--- config.mk ---
export PLATFORM = sky130hd
export DESIGN_NAME = drop_tail_packet_fifo_core
export DESIGN_NICKNAME = d
export VERILOG_FILES = /design/src/rtl/dtpf_pkg.sv /design/src/rtl/dtpf_front.sv /design/src/rtl/dtpf_back.sv /design/src/rtl/drop_tail_packet_fifo_core.sv
export VERILOG_INCLUDE_DIRS = /design/src /design/src/rtl
export SDC_FILE = /design/constraint.sdc
export NUM_CORES = 2
export LEC_CHECK = 0
export BUFFER_PORTS_ARGS = -buffer_cell sky130_fd_sc_hd__buf_2
export CAP_MARGIN = 0
export CORE_UTILIZATION = 55
export CTS_BUF_LIST = sky130_fd_sc_hd__clkbuf_8
export CTS_CLUSTER_SIZE = 25
export DETAILED_ROUTE_END_ITERATION = 8
export GPL_ROUTABILITY_DRIVEN = 0
export GPL_TIMING_DRIVEN = 0
export PLACE_DENSITY = 0.71
export RECOVER_POWER = 50
export SETUP_SLACK_MARGIN = 0.15
export SYNTH_ARGS = -nofsm -noshare
export SYNTH_HDL_FRONTEND = slang
export SYNTH_SLANG_ARGS = --single-unit
--- constraint.sdc ---
create_clock -name clk -period 10 [get_ports clk]
set_input_delay 1 -clock clk [delete_from_list [all_inputs] [get_ports clk]]
set_output_delay 1 -clock clk [all_outputs]
set_load 0.03 [all_outputs]
--- src/rtl/drop_tail_packet_fifo_core_assert.svh ---
// ----------------------------------------------------------------------------
// Drop-tail packet FIFO assertion macros
// Concurrent assertion shorthands clocked on clk and disabled during reset.
// ----------------------------------------------------------------------------
`ifndef DROP_TAIL_PACKET_FIFO_CORE_ASSERT_SVH
`define DROP_TAIL_PACKET_FIFO_CORE_ASSERT_SVH

`ifndef SYNTH

`define DTPF_ASSERT_NOW(label, ante, cons) \
    label: assert property (@(posedge clk) disable iff (!rst_n) (ante) |-> (cons)) \
        else $error("assertion failed");

`define DTPF_ASSERT_NEXT(label, ante, cons) \
    label: assert property (@(posedge clk) disable iff (!rst_n) (ante) |=> (cons)) \
        else $error("assertion failed");

`else

`define DTPF_ASSERT_NOW(label, ante, cons)

`define DTPF_ASSERT_NEXT(label, ante, cons)

`endif

`endif

--- src/rtl/dtpf_pkg.sv ---
// ----------------------------------------------------------------------------
// Drop-tail packet FIFO package
// Sizes, command codes, queue types and ring index helpers.
// ----------------------------------------------------------------------------
`default_nettype none

package dtpf_pkg;

    localparam int DEPTH        = 32;
    localparam int IDX_W        = $clog2(DEPTH + 1);
    localparam int LEN_W        = 6;
    localparam int CAP_W        = 6;
    localparam int HANDLE_W     = 32;
    localparam int DROP_W       = 32;
    localparam int RESULT_LIMIT = 32;
    localparam int CNT_W        = $clog2(RESULT_LIMIT);

    typedef enum logic [1:0] {
        CMD_PUSH  = 2'd0,
        CMD_PULL  = 2'd1,
        CMD_RESET = 2'd2,
        CMD_FLUSH = 2'd3
    } cmd_t;

    typedef struct packed {
        cmd_t                cmd;
        logic [HANDLE_W-1:0] handle;
    } item_t;

    typedef struct packed {
        logic  valid;
        item_t item;
    } fq_t;

    function automatic logic [IDX_W-1:0] dtpf_advance(input logic [IDX_W-1:0] idx,
                                                      input logic [IDX_W-1:0] cap);
        logic [IDX_W:0] n;
        logic [IDX_W:0] ring;
        n    = {1'b0, idx} + 1'b1;
        ring = {1'b0, cap} + 1'b1;
        return (n >= ring) ? '0 : n[IDX_W-1:0];
    endfunction

    function automatic logic [IDX_W-1:0] dtpf_len(input logic [IDX_W-1:0] head,
                                                  input logic [IDX_W-1:0] tail,
                                                  input logic [IDX_W-1:0] cap);
        logic [IDX_W:0] sum;
        if (tail >= head) begin
            sum = {1'b0, tail} - {1'b0, head};
        end else begin
            sum = {1'b0, tail} + {1'b0, cap} + 1'b1 - {1'b0, head};
        end
        return sum[IDX_W-1:0];
    endfunction

endpackage

`default_nettype wire

--- src/rtl/dtpf_front.sv ---
// ----------------------------------------------------------------------------
// Drop-tail packet FIFO front end
// Accepts requests, decodes the command and holds them in a two-entry queue.
// ----------------------------------------------------------------------------
`default_nettype none

module dtpf_front
(
    input  wire logic                          clk,
    input  wire logic                          rst_n,
    input  wire logic                          in_valid,
    output logic                               in_stall,
    input  wire logic [1:0]                    command,
    input  wire logic [dtpf_pkg::HANDLE_W-1:0] packet_handle,
    output dtpf_pkg::fq_t                      fq,
    input  wire logic                          q_pop
);
    import dtpf_pkg::*;

    item_t      entry_reg [2];
    logic       wr_ptr_reg;
    logic       wr_ptr_next;
    logic       rd_ptr_reg;
    logic       rd_ptr_next;
    logic [1:0] count_reg;
    logic [1:0] count_next;
    logic       push;
    logic       pop;
    item_t      in_item;

    assign in_stall     = (count_reg == 2'd2);
    assign push         = in_valid && !in_stall;
    assign pop          = q_pop && (count_reg != 2'd0);
    assign in_item.cmd  = cmd_t'(command);
    assign in_item.handle = packet_handle;
    assign fq.valid     = (count_reg != 2'd0);
    assign fq.item      = entry_reg[rd_ptr_reg];

    always_comb
    begin
        wr_ptr_next = push ? ~wr_ptr_reg : wr_ptr_reg;
        rd_ptr_next = pop ? ~rd_ptr_reg : rd_ptr_reg;
        count_next  = count_reg + {1'b0, push} - {1'b0, pop};
    end

    always_ff @(posedge clk or negedge rst_n)
    begin
        if (!rst_n)
        begin
            wr_ptr_reg <= 1'b0;
            rd_ptr_reg <= 1'b0;
            count_reg  <= 2'd0;
        end
        else
        begin
            wr_ptr_reg <= wr_ptr_next;
            rd_ptr_reg <= rd_ptr_next;
            count_reg  <= count_next;
        end
    end

    always_ff @(posedge clk)
    begin
        if (push)
        begin
            entry_reg[wr_ptr_reg] <= in_item;
        end
    end

endmodule

`default_nettype wire

--- src/rtl/dtpf_back.sv ---
// ----------------------------------------------------------------------------
// Drop-tail packet FIFO back end
// Executes queued requests on the handle ring and drives the result register.
// ----------------------------------------------------------------------------
`default_nettype none

`include "drop_tail_packet_fifo_core_assert.svh"

module dtpf_back
(
    input  wire logic                          clk,
    input  wire logic                          rst_n,
    input  wire dtpf_pkg::fq_t                 fq,
    output logic                               q_pop,
    input  wire logic                          cfg_valid,
    input  wire logic [dtpf_pkg::CAP_W-1:0]    cfg_data,
    output logic                               out_valid,
    input  wire logic                          out_stall,
    output logic                               handle_valid,
    output logic [dtpf_pkg::HANDLE_W-1:0]      handle_out,
    output logic                               out_port,
    output logic [dtpf_pkg::LEN_W-1:0]         queue_length,
    output logic [dtpf_pkg::LEN_W-1:0]         high_water,
    output logic [dtpf_pkg::DROP_W-1:0]        drop_count,
    output logic                               last
);
    import dtpf_pkg::*;

    typedef enum logic [2:0] {
        ST_IDLE  = 3'b001,
        ST_PULL  = 3'b010,
        ST_FLUSH = 3'b100
    } state_t;

    state_t              state_reg;
    state_t              state_next;
    logic [IDX_W-1:0]    head_reg;
    logic [IDX_W-1:0]    head_next;
    logic [IDX_W-1:0]    tail_reg;
    logic [IDX_W-1:0]    tail_next;
    logic [IDX_W-1:0]    cap_reg;
    logic [IDX_W-1:0]    cap_next;
    logic [LEN_W-1:0]    hw_reg;
    logic [LEN_W-1:0]    hw_next;
    logic [DROP_W-1:0]   drops_reg;
    logic [DROP_W-1:0]   drops_next;
    logic [CNT_W-1:0]    cnt_reg;
    logic [CNT_W-1:0]    cnt_next;

    logic [HANDLE_W-1:0] slot_mem [DEPTH + 1];
    logic [HANDLE_W-1:0] rd_data_reg;
    logic                mem_we;
    logic [IDX_W-1:0]    mem_waddr;
    logic                mem_rd;
    logic [IDX_W-1:0]    mem_raddr;

    logic                out_valid_reg;
    logic                handle_valid_reg;
    logic [HANDLE_W-1:0] handle_out_reg;
    logic                out_port_reg;
    logic [LEN_W-1:0]    queue_length_reg;
    logic [LEN_W-1:0]    high_water_reg;
    logic [DROP_W-1:0]   drop_count_reg;
    logic                last_reg;

    logic                emit;
    logic                e_valid;
    logic [HANDLE_W-1:0] e_handle;
    logic                e_port;
    logic                e_last;
    logic [LEN_W-1:0]    e_len;
    logic                out_free;
    logic [IDX_W-1:0]    adv_idx;
    logic [IDX_W-1:0]    new_len;
    logic                fin;

    assign out_free = !out_valid_reg || !out_stall;

    always_comb
    begin
        state_next = state_reg;
        head_next  = head_reg;
        tail_next  = tail_reg;
        cap_next   = cap_reg;
        hw_next    = hw_reg;
        drops_next = drops_reg;
        cnt_next   = cnt_reg;
        q_pop      = 1'b0;
        mem_we     = 1'b0;
        mem_waddr  = tail_reg;
        mem_rd     = 1'b0;
        mem_raddr  = head_reg;
        emit       = 1'b0;
        e_valid    = 1'b0;
        e_handle   = '0;
        e_port     = 1'b0;
        e_last     = 1'b1;
        adv_idx    = '0;
        new_len    = '0;
        fin        = 1'b0;

        case (state_reg)
            ST_IDLE:
            begin
                if (fq.valid && out_free)
                begin
                    q_pop = 1'b1;
                    case (fq.item.cmd)
                        CMD_PUSH:
                        begin
                            adv_idx = dtpf_advance(tail_reg, cap_reg);
                            emit    = 1'b1;
                            if (adv_idx != head_reg)
                            begin
                                mem_we    = 1'b1;
                                tail_next = adv_idx;
                                new_len   = dtpf_len(head_reg, adv_idx, cap_reg);
                                if (LEN_W'(new_len) > hw_reg)
                                begin
                                    hw_next = LEN_W'(new_len);
                                end
                            end
                            else
                            begin
                                drops_next = drops_reg + 1'b1;
                                e_valid    = 1'b1;
                                e_handle   = fq.item.handle;
                                e_port     = 1'b1;
                            end
                        end
                        CMD_PULL:
                        begin
                            if (head_reg != tail_reg)
                            begin
                                mem_rd     = 1'b1;
                                state_next = ST_PULL;
                            end
                            else
                            begin
                                emit = 1'b1;
                            end
                        end
                        CMD_RESET:
                        begin
                            drops_next = '0;
                            hw_next    = LEN_W'(dtpf_len(head_reg, tail_reg, cap_reg));
                            emit       = 1'b1;
                        end
                        CMD_FLUSH:
                        begin
                            if (head_reg != tail_reg)
                            begin
                                mem_rd     = 1'b1;
                                cnt_next   = '0;
                                state_next = ST_FLUSH;
                            end
                            else
                            begin
                                emit = 1'b1;
                            end
                        end
                        default:
                        begin
                            emit = 1'b1;
                        end
                    endcase
                end
            end
            ST_PULL:
            begin
                if (out_free)
                begin
                    head_next  = dtpf_advance(head_reg, cap_reg);
                    emit       = 1'b1;
                    e_valid    = 1'b1;
                    e_handle   = rd_data_reg;
                    state_next = ST_IDLE;
                end
            end
            ST_FLUSH:
            begin
                if (out_free)
                begin
                    adv_idx   = dtpf_advance(head_reg, cap_reg);
                    head_next = adv_idx;
                    fin       = (adv_idx == tail_reg) ||
                                (cnt_reg == CNT_W'(RESULT_LIMIT - 1));
                    emit      = 1'b1;
                    e_valid   = 1'b1;
                    e_handle  = rd_data_reg;
                    e_port    = 1'b1;
                    e_last    = fin;
                    if (fin)
                    begin
                        state_next = ST_IDLE;
                    end
                    else
                    begin
                        mem_rd    = 1'b1;
                        mem_raddr = adv_idx;
                        cnt_next  = cnt_reg + 1'b1;
                    end
                end
            end
            default:
            begin
                state_next = ST_IDLE;
            end
        endcase

        e_len = LEN_W'(dtpf_len(head_next, tail_next, cap_reg));

        // A capacity write counts only while the ring is empty.
        if (cfg_valid && (head_reg == tail_reg))
        begin
            cap_next  = (cfg_data > CAP_W'(DEPTH)) ? IDX_W'(DEPTH) : IDX_W'(cfg_data);
            head_next = '0;
            tail_next = '0;
        end
    end

    always_ff @(posedge clk or negedge rst_n)
    begin
        if (!rst_n)
        begin
            state_reg     <= ST_IDLE;
            head_reg      <= '0;
            tail_reg      <= '0;
            cap_reg       <= IDX_W'(DEPTH);
            hw_reg        <= '0;
            drops_reg     <= '0;
            cnt_reg       <= '0;
            out_valid_reg <= 1'b0;
        end
        else
        begin
            state_reg <= state_next;
            head_reg  <= head_next;
            tail_reg  <= tail_next;
            cap_reg   <= cap_next;
            hw_reg    <= hw_next;
            drops_reg <= drops_next;
            cnt_reg   <= cnt_next;
            if (emit)
            begin
                out_valid_reg <= 1'b1;
            end
            else if (!out_stall)
            begin
                out_valid_reg <= 1'b0;
            end
        end
    end

    always_ff @(posedge clk)
    begin
        if (emit)
        begin
            handle_valid_reg <= e_valid;
            handle_out_reg   <= e_handle;
            out_port_reg     <= e_port;
            queue_length_reg <= e_len;
            high_water_reg   <= hw_next;
            drop_count_reg   <= drops_next;
            last_reg         <= e_last;
        end
    end

    always_ff @(posedge clk)
    begin
        if (mem_we)
        begin
            slot_mem[mem_waddr] <= fq.item.handle;
        end
        if (mem_rd)
        begin
            rd_data_reg <= slot_mem[mem_raddr];
        end
    end

    assign out_valid    = out_valid_reg;
    assign handle_valid = handle_valid_reg;
    assign handle_out   = handle_out_reg;
    assign out_port     = out_port_reg;
    assign queue_length = queue_length_reg;
    assign high_water   = high_water_reg;
    assign drop_count   = drop_count_reg;
    assign last         = last_reg;

    `DTPF_ASSERT_NOW(a_len_in_cap, 1'b1, dtpf_len(head_reg, tail_reg, cap_reg) <= cap_reg)
    `DTPF_ASSERT_NOW(a_idx_in_ring, 1'b1, (head_reg <= cap_reg) && (tail_reg <= cap_reg))
    `DTPF_ASSERT_NOW(a_flush_nonempty, state_reg == ST_FLUSH, head_reg != tail_reg)
    `DTPF_ASSERT_NOW(a_pop_in_idle, q_pop, state_reg == ST_IDLE)
    `DTPF_ASSERT_NEXT(a_pull_reads, (state_reg == ST_IDLE) && (state_next == ST_PULL),
                      state_reg == ST_PULL)

endmodule

`default_nettype wire

--- src/rtl/drop_tail_packet_fifo_core.sv ---
// ----------------------------------------------------------------------------
// Drop-tail packet FIFO core
// Queue of packet handles with tail drop, drop counting and flush to drop port.
// ----------------------------------------------------------------------------
// Push and reset-counts requests complete in ST_IDLE as they are popped. A
// pull that finds a handle or a flush first reads the registered read port of
// the slot memory, then emits from ST_PULL or ST_FLUSH. A two-entry request
// queue lets new requests arrive while results wait on out_stall.
`default_nettype none

module drop_tail_packet_fifo_core
(
    input  wire logic                          clk,
    input  wire logic                          rst_n,
    input  wire logic                          in_valid,
    output logic                               in_stall,
    input  wire logic [1:0]                    command,
    input  wire logic [dtpf_pkg::HANDLE_W-1:0] packet_handle,
    input  wire logic                          cfg_valid,
    output logic                               cfg_ready,
    input  wire logic [dtpf_pkg::CAP_W-1:0]    cfg_data,
    output logic                               out_valid,
    input  wire logic                          out_stall,
    output logic                               handle_valid,
    output logic [dtpf_pkg::HANDLE_W-1:0]      handle_out,
    output logic                               out_port,
    output logic [dtpf_pkg::LEN_W-1:0]         queue_length,
    output logic [dtpf_pkg::LEN_W-1:0]         high_water,
    output logic [dtpf_pkg::DROP_W-1:0]        drop_count,
    output logic                               last
);
    import dtpf_pkg::*;

    fq_t  fq;
    logic q_pop;

    assign cfg_ready = 1'b1;

    dtpf_front u_front (
        .clk           (clk),
        .rst_n         (rst_n),
        .in_valid      (in_valid),
        .in_stall      (in_stall),
        .command       (command),
        .packet_handle (packet_handle),
        .fq            (fq),
        .q_pop         (q_pop)
    );

    dtpf_back u_back (
        .clk          (clk),
        .rst_n        (rst_n),
        .fq           (fq),
        .q_pop        (q_pop),
        .cfg_valid    (cfg_valid),
        .cfg_data     (cfg_data),
        .out_valid    (out_valid),
        .out_stall    (out_stall),
        .handle_valid (handle_valid),
        .handle_out   (handle_out),
        .out_port     (out_port),
        .queue_length (queue_length),
        .high_water   (high_water),
        .drop_count   (drop_count),
        .last         (last)
    );

endmodule

`default_nettype wire
* Word-level counts from Yosys, hierarchy flattened
Memory sizes are Yosys's and may differ from the RTL's. A register that Yosys moved wholly into a read port is not among the register bits. Cells that the tools add are included.
Storage, ports and cells: RAM bits 1124, output and inout port bits 82, logic and storage cells 166, memories kept 2, input bits 45, memory bits (read-only) 0, latch bits 0, register bits 148
Memory list:
- u_back.slot_mem | depth 33, bits a word 32, read ports 1, clocked after Yosys merged registers in 1, write ports 1, line dtpf_back.sv:50 | logic [HANDLE_W-1:0] slot_mem [DEPTH + 1];
- u_front.entry_reg | depth 2, bits a word 34, read ports 1, clocked after Yosys merged registers in 0, write ports 1, line dtpf_front.sv:20 | item_t entry_reg [2];
Cells by class: $add $sub $neg 19, muxes and demuxes 77, divide/modulo/power cells 0, $lt $le $gt $ge 7, equality and inequality tests 23, reductions and logical operators 18, bitwise operators 2, multiply operators 0, shifts and indexed selects 0
Operators with widths (number):
- 32-bit two-way mux | 7
- 6-bit two-way mux | 25
- 32-bit one-hot mux with 2 select lines | 2
- 6-bit subtractor | 6
- 32-bit by 1-bit adder with 32-bit output (second input constant) | 1
- 5-bit two-way mux | 5
- 1-bit two-way mux | 23
- 6-bit by 1-bit adder with 7-bit output (second input constant) | 3
- 6-bit by 1-bit adder with 6-bit output (second input constant) | 3
- 6-bit adder | 3
- 6-bit greater-or-equal comparator | 3
- 3-bit two-way mux | 6
- 7-bit greater-or-equal comparator | 2
- 6-bit == test | 2
- 2-bit by 1-bit inequality test with 1-bit output (second input constant) | 6
- 6-bit inequality test | 2
- 6-bit one-hot mux with 2 select lines | 1
- 1-bit one-hot mux with 2 select lines | 5
- 5-bit one-hot mux with 2 select lines | 1
- 3-bit one-hot mux with 3 select lines | 1
- 7-bit AND reduction | 1
- 2-bit == test (second input constant) | 3
- 6-bit > comparator | 1
- 6-bit > comparator (second input constant) | 1
- 21 further kinds | 33

* Logic depth before layout (Yosys ltp)
depth after elaboration 17, mapped depth 32

* Hierarchy
A second synthesis with hierarchy kept.
Second synthesis, totals: cell total of the unflattened synthesis 3427, area total of the unflattened synthesis 53372.4 um2
Modules (own cells, without submodules):
- dtpf_back | seq. area each 36672.7 um2, cells an instance 3301, area an instance 50579.8 um2, times used 1
- dtpf_front | seq. area each 2142.1 um2, cells an instance 124, area an instance 2781.4 um2, times used 1
- drop_tail_packet_fifo_core | seq. area each 0.0 um2, cells an instance 2, area an instance 11.3 um2, times used 1

* Worst setup path before layout
No wires, ideal clock.
path kind input -> register, start input port out_stall, end register u_back.drop_count_reg[0], in the netlist u_back.drop_count[0], enable pin, arrival 7.345 ns, stages on the path 4, slack 2.028 ns, buffers on the path 1, cell sequence and2_1 -> or4_1 -> clkbuf_1 -> o21ai_0
Between the ends: longest elaborated chain between the ends 5
Ends and longest elaborated chain:
- start, declared | line drop_tail_packet_fifo_core.sv:23 | input wire logic out_stall,
- 1-bit logical NOT (*) | line dtpf_back.sv:77 | assign out_free = !out_valid_reg || !out_stall;
- 1-bit logical OR (*) | line dtpf_back.sv:77
- 1-bit logical AND | line dtpf_back.sv:105 | if (fq.valid && out_free)
- 1-bit two-way mux | line dtpf_back.sv:105
- 1-bit one-hot mux with 2 select lines (*) | line dtpf_back.sv:102 | case (state_reg)
- named net u_back.emit | line dtpf_back.sv:66 | logic emit;
- end signal, assigned | line dtpf_back.sv:264 | drop_count_reg <= drops_next;
- end, declared | line dtpf_back.sv:63 | logic [DROP_W-1:0] drop_count_reg;
The timed path passes the listed nets; every way through them passes the cells marked *. A chain may end at the register's enable or synchronous reset.

* Worst setup path in the final report
start register u_back.tail_reg[1], in the netlist u_back.mem_waddr[1], end register u_back.queue_length_reg[5], in the netlist u_back.queue_length[5] (data pin)
Between the ends: longest elaborated chain between the ends 12
Ends and longest elaborated chain:
- start, declared | line dtpf_back.sv:39 | logic [IDX_W-1:0] tail_reg;
- start signal, assigned | line dtpf_back.sv:239 | tail_reg <= tail_next;
- 6-bit by 1-bit adder with 7-bit output | line dtpf_pkg.sv:39 | n = {1'b0, idx} + 1'b1;
- 7-bit greater-or-equal comparator | line dtpf_pkg.sv:41 | return (n >= ring) ? '0 : n[IDX_W-1:0];
- 6-bit two-way mux | line dtpf_pkg.sv:41
- 6-bit inequality test | line dtpf_back.sv:113 | if (adv_idx != head_reg)
- 6-bit two-way mux | line dtpf_back.sv:113
- 6-bit two-way mux | line dtpf_back.sv:108 | case (fq.item.cmd)
- 6-bit two-way mux | line dtpf_back.sv:105
- 6-bit two-way mux (*) | line dtpf_back.sv:102
- 6-bit adder | line dtpf_pkg.sv:51 | sum = {1'b0, tail} + {1'b0, cap} + 1'b1 - {1'b0, head};
- 6-bit by 1-bit adder with 6-bit output | line dtpf_pkg.sv:51
- 6-bit subtractor | line dtpf_pkg.sv:51
- 6-bit two-way mux (*) | line dtpf_pkg.sv:48 | if (tail >= head) begin
- named net u_back.e_len[5] | line dtpf_back.sv:71 | logic [LEN_W-1:0] e_len;
- end signal, assigned | line dtpf_back.sv:262 | queue_length_reg <= e_len;
- end, declared | line dtpf_back.sv:61 | logic [LEN_W-1:0] queue_length_reg;
Marked as above.

==> metrics.md <==
| Metric | Value |
|---|---|
| Clock transition at the register clock pins on the worst setup and hold paths after CTS | `about 0.06 ns` |
| Overflow after GRT | `0` |
| Origin of the worst min-delay path | `packet_handle[23]` |
| Yosys Warn Count | `0` |
| Starting utilization of the core area | `a little under three fifths` |
| Type of the most critical hold path | `input pin to flip-flop` |
| Unrepaired setup endpoints after global routing | `false` |
| Inst Count DP | `approximately 5300` |
| Initial DRT Pass Iterations | `8` |
| Maximum clock frequency | `0.124 GHz` |
| Vias in the first global route | `around 34000` |
| Mean instance size in the synthesized netlist | `between 10 and 15 sq um` |
| DPL Wire Length | `between 100 and 150 mm` |
| CP arrival | `just under 9 ns` |
| Largest fanout on the critical path | `10` |
| Number of antenna violations at the first check in global routing | `5` |
| Global-route wire length before repair | `~220 mm` |
| Number of buffers inserted to repair setup after CTS | `0` |
| Number of different library cells in the post-synthesis netlist | `90` |
| Pwr Total | `between 10 and 15 mW` |
| Top cell type's share of synthesized area | `68.4%` |
| Clk buf depth | `3` |
| Most frequently used flop master after synthesis | `edfxtp_1` |
| Cell count after synthesis | `approximately 3800` |
| Violations in the final reports | `max-capacitance violations, max-slew violations` |
| Routed wire length | `between 150 and 200 mm` |
| Post-route DRC | `0` |
| Area enclosed by the die boundary | `roughly 100000 sq um` |
| Quantity of I/O buffers inserted on ports | `between 100 and 150` |
| Final net count | `around 4300` |
| Average wire per standard cell | `between 20 and 30 um` |
| Largest voltage drop on the vdd net | `around 0.17 mV` |
| Shortest period the worst path allows | `8.05 ns` |
| Fin. Hold Viols | `0` |
| Core footprint | `just under 100000 sq um` |
| Vias after detailed routing | `about 36000` |
| Max FFs per register | `1056` |
| Mapped Nets | `3956` |
| Worst-Skew Late Latency | `0.89 ns` |
| Critical Path Slowest Stage Cell | `a21oi_1` |
| Slowest Stage Delay on Critical Path | `0.73 ns` |
| CP Data Required Time | `10.64 ns` |
| Width of the chip | `~320 um` |
| Count of maximum capacitance violations | `15` |
| Post-place instance area | `57800 sq um` |
| CTS H-Tree Depth | `4` |
| Number of I/O pins | `~130` |
| Number of nets with antenna violations after routing | `0` |
| Post-route fraction of the period consumed by the critical path | `between 80% and 90%` |
| Critical path origin | `u_back.mem_waddr[1]` |
| Count of flip-flops with a built-in enable after synthesis | `approximately 1200` |
| Total number of clock tree sinks | `approximately 1300` |
| Launching point of the worst reg2reg path | `u_back.mem_waddr[1]` |
| Most common cell in the netlist | `edfxtp_1` |
| Leakage dissipation | `20.9 nW` |
| Count of hold-fix buffers inserted at cts | `0` |
| Post-Synthesis Cell Area | `approximately 54000 sq um` |
| Total setup violations reported at the end of the flow | `0` |
| CTS tree | `yes` |
| Layout Area Growth over Synthesis | `12.6%` |
| Quantity of gates resized following cts | `0` |
| Floorplan row count | `between 100 and 150` |
| Worst clock skew | `roughly 0.062 ns` |
| Total Routing Usage GR | `a little under a third` |
| Post-route cell area | `61000 sq um` |
| Most frequent cells after synthesis | `1235 x edfxtp_1, 631 x nand2_1, 190 x a21oi_1, 150 x nor2_1, 141 x mux2i_1` |
| Type of element launching the critical path | `flip-flop` |
| Vert. Die Dim | `~320 um` |
| Largest net degree at the start of global routing | `42` |
| Final non-filler cell total | `5634` |
| Number of DRC violations after detailed-routing iteration 0 | `around 5000` |
| Number of buffers added by the clock tree synthesis step | `197` |
| Number of vias per cell after detailed routing | `around 6.4` |
| Share of async-settable or async-resettable flops after synthesis | `roughly 5.3%` |
| Share of layout cells above drive strength 1 | `between 10% and 20%` |
| Largest cells by area after synthesis | `edfxtp_1 68%, nand2_1 4.4%, dfrtp_1 3.1%` |
| Element type at the critical path end | `flip-flop` |
| Transition time of the tightest slew-check pin | `around 2.4 ns` |
| Seq cells post-synth | `1304` |
| Slew margin rel. | `-61.1%` |
| Yosys top cell by area | `edfxtp_1` |
| Clock root buffer master | `clkbuf_8` |
| Status | `finished, violations left` |
| Number of pins with negative max-slew slack in the final report | `478` |
| Proportion of synthesized chip area in sequential cells | `~72%` |
| P per Cell Area | `around 230 nW/um^2` |
| Family with the most delay on the worst path | `compound AO/OA/AOI/OAI gates` |
| Critical path start-end classification | `flip-flop to flip-flop` |
| WP buf/inv | `2` |
[kinds of logic (layout without fill, tap and decap cells)]
group / after synthesis / after routing / share of synthesized area, %
AO/OA/AOI/OAI: 746 / 746 / 9.67
AND/OR/NAND/NOR: 1151 / 1151 / 9.55
flip-flops: 1304 / 1304 / 71.6
multiplexers: 181 / 181 / 3.45
XOR/XNOR: 69 / 69 / 1.15
other: 1 / 2 / 0.00692
adder cells (fa/ha/maj): 85 / 85 / 2.21
buffers and inverters: 290 / 820 / 2.38
[cell usage in the layout (no fill, tap or decap), drive strengths merged, types with 40 or more instances in the layout]
master  Yosys  layout
edfxtp   1235    1235
nand2     633     633
clkbuf    117     415
a21oi     203     203
buf       104     189
nor2      155     155
mux2i     142     142
inv        66     132
o21ai     116     116
a211oi     91      91
and3       87      87
nand3      83      83
a311oi     82      82
clkinv      3      75
dfrtp      67      67
ha         66      66
nor4       58      58
nor3       51      51
xnor2      42      42
o22ai      40      40
[metal layers]
layer  routed length [um]  track usage, %
met4                 7700            14.4
met3                19300            7.63
met5                   13               0
met2                69800            47.3
met1                57700            41.5
[stage by stage]
step                      TNS [ns]  util, %  setup WS (ns)  hold WS [ns]
final                            0     62.8           1.95         0.328
after detailed placement         0     59.5           2.13         0.482
after floorplan                  0        -           2.03         0.456
after CTS                        0     63.0           2.07       0.00925
after global placement     -377.80     58.1          -2.60         0.474
after global routing             0     62.8           1.38         0.296
[path summary, 6_finish.rpt]
check | to | slack [ns] | depth (start not counted)
worst min register to register | u_back.cnt_reg[4] | 0.49 | 2
min in group asynchronous | u_back.mem_waddr[1] | 0.52 | 1
worst max register to register | u_back.queue_length[5] | 1.95 | 26
worst max-delay path | u_back.queue_length[5] | 1.95 | 26
worst min-delay path | u_front.entry_reg[1][23] | 0.33 | 1
max in group asynchronous | u_back.drops_reg[30] | 6.46 | 2
[power by group]
group / switching, mW / internal, mW
Clock: 2.03 / 1.93
Sequential: 0.131 / 7.02
Combinational: 2.28 / 0.655
Total: 4.45 / 9.61
[layout make-up]
type | instances | area, sq um
Multi-Input combinational cell | 2233 | 14400
Timing Repair Buffer | 183 | 1500
Antenna cell | 1 | 2.50
Inverter | 69 | 259
Tap cell | 1276 | 1600
Fill cell | 7079 | 36100
Sequential cell | 1304 | 38800
Buffer | 221 | 1030
Clock inverter | 147 | 714
Clock buffer | 200 | 2750
Power figures use the tool's default switching activity.
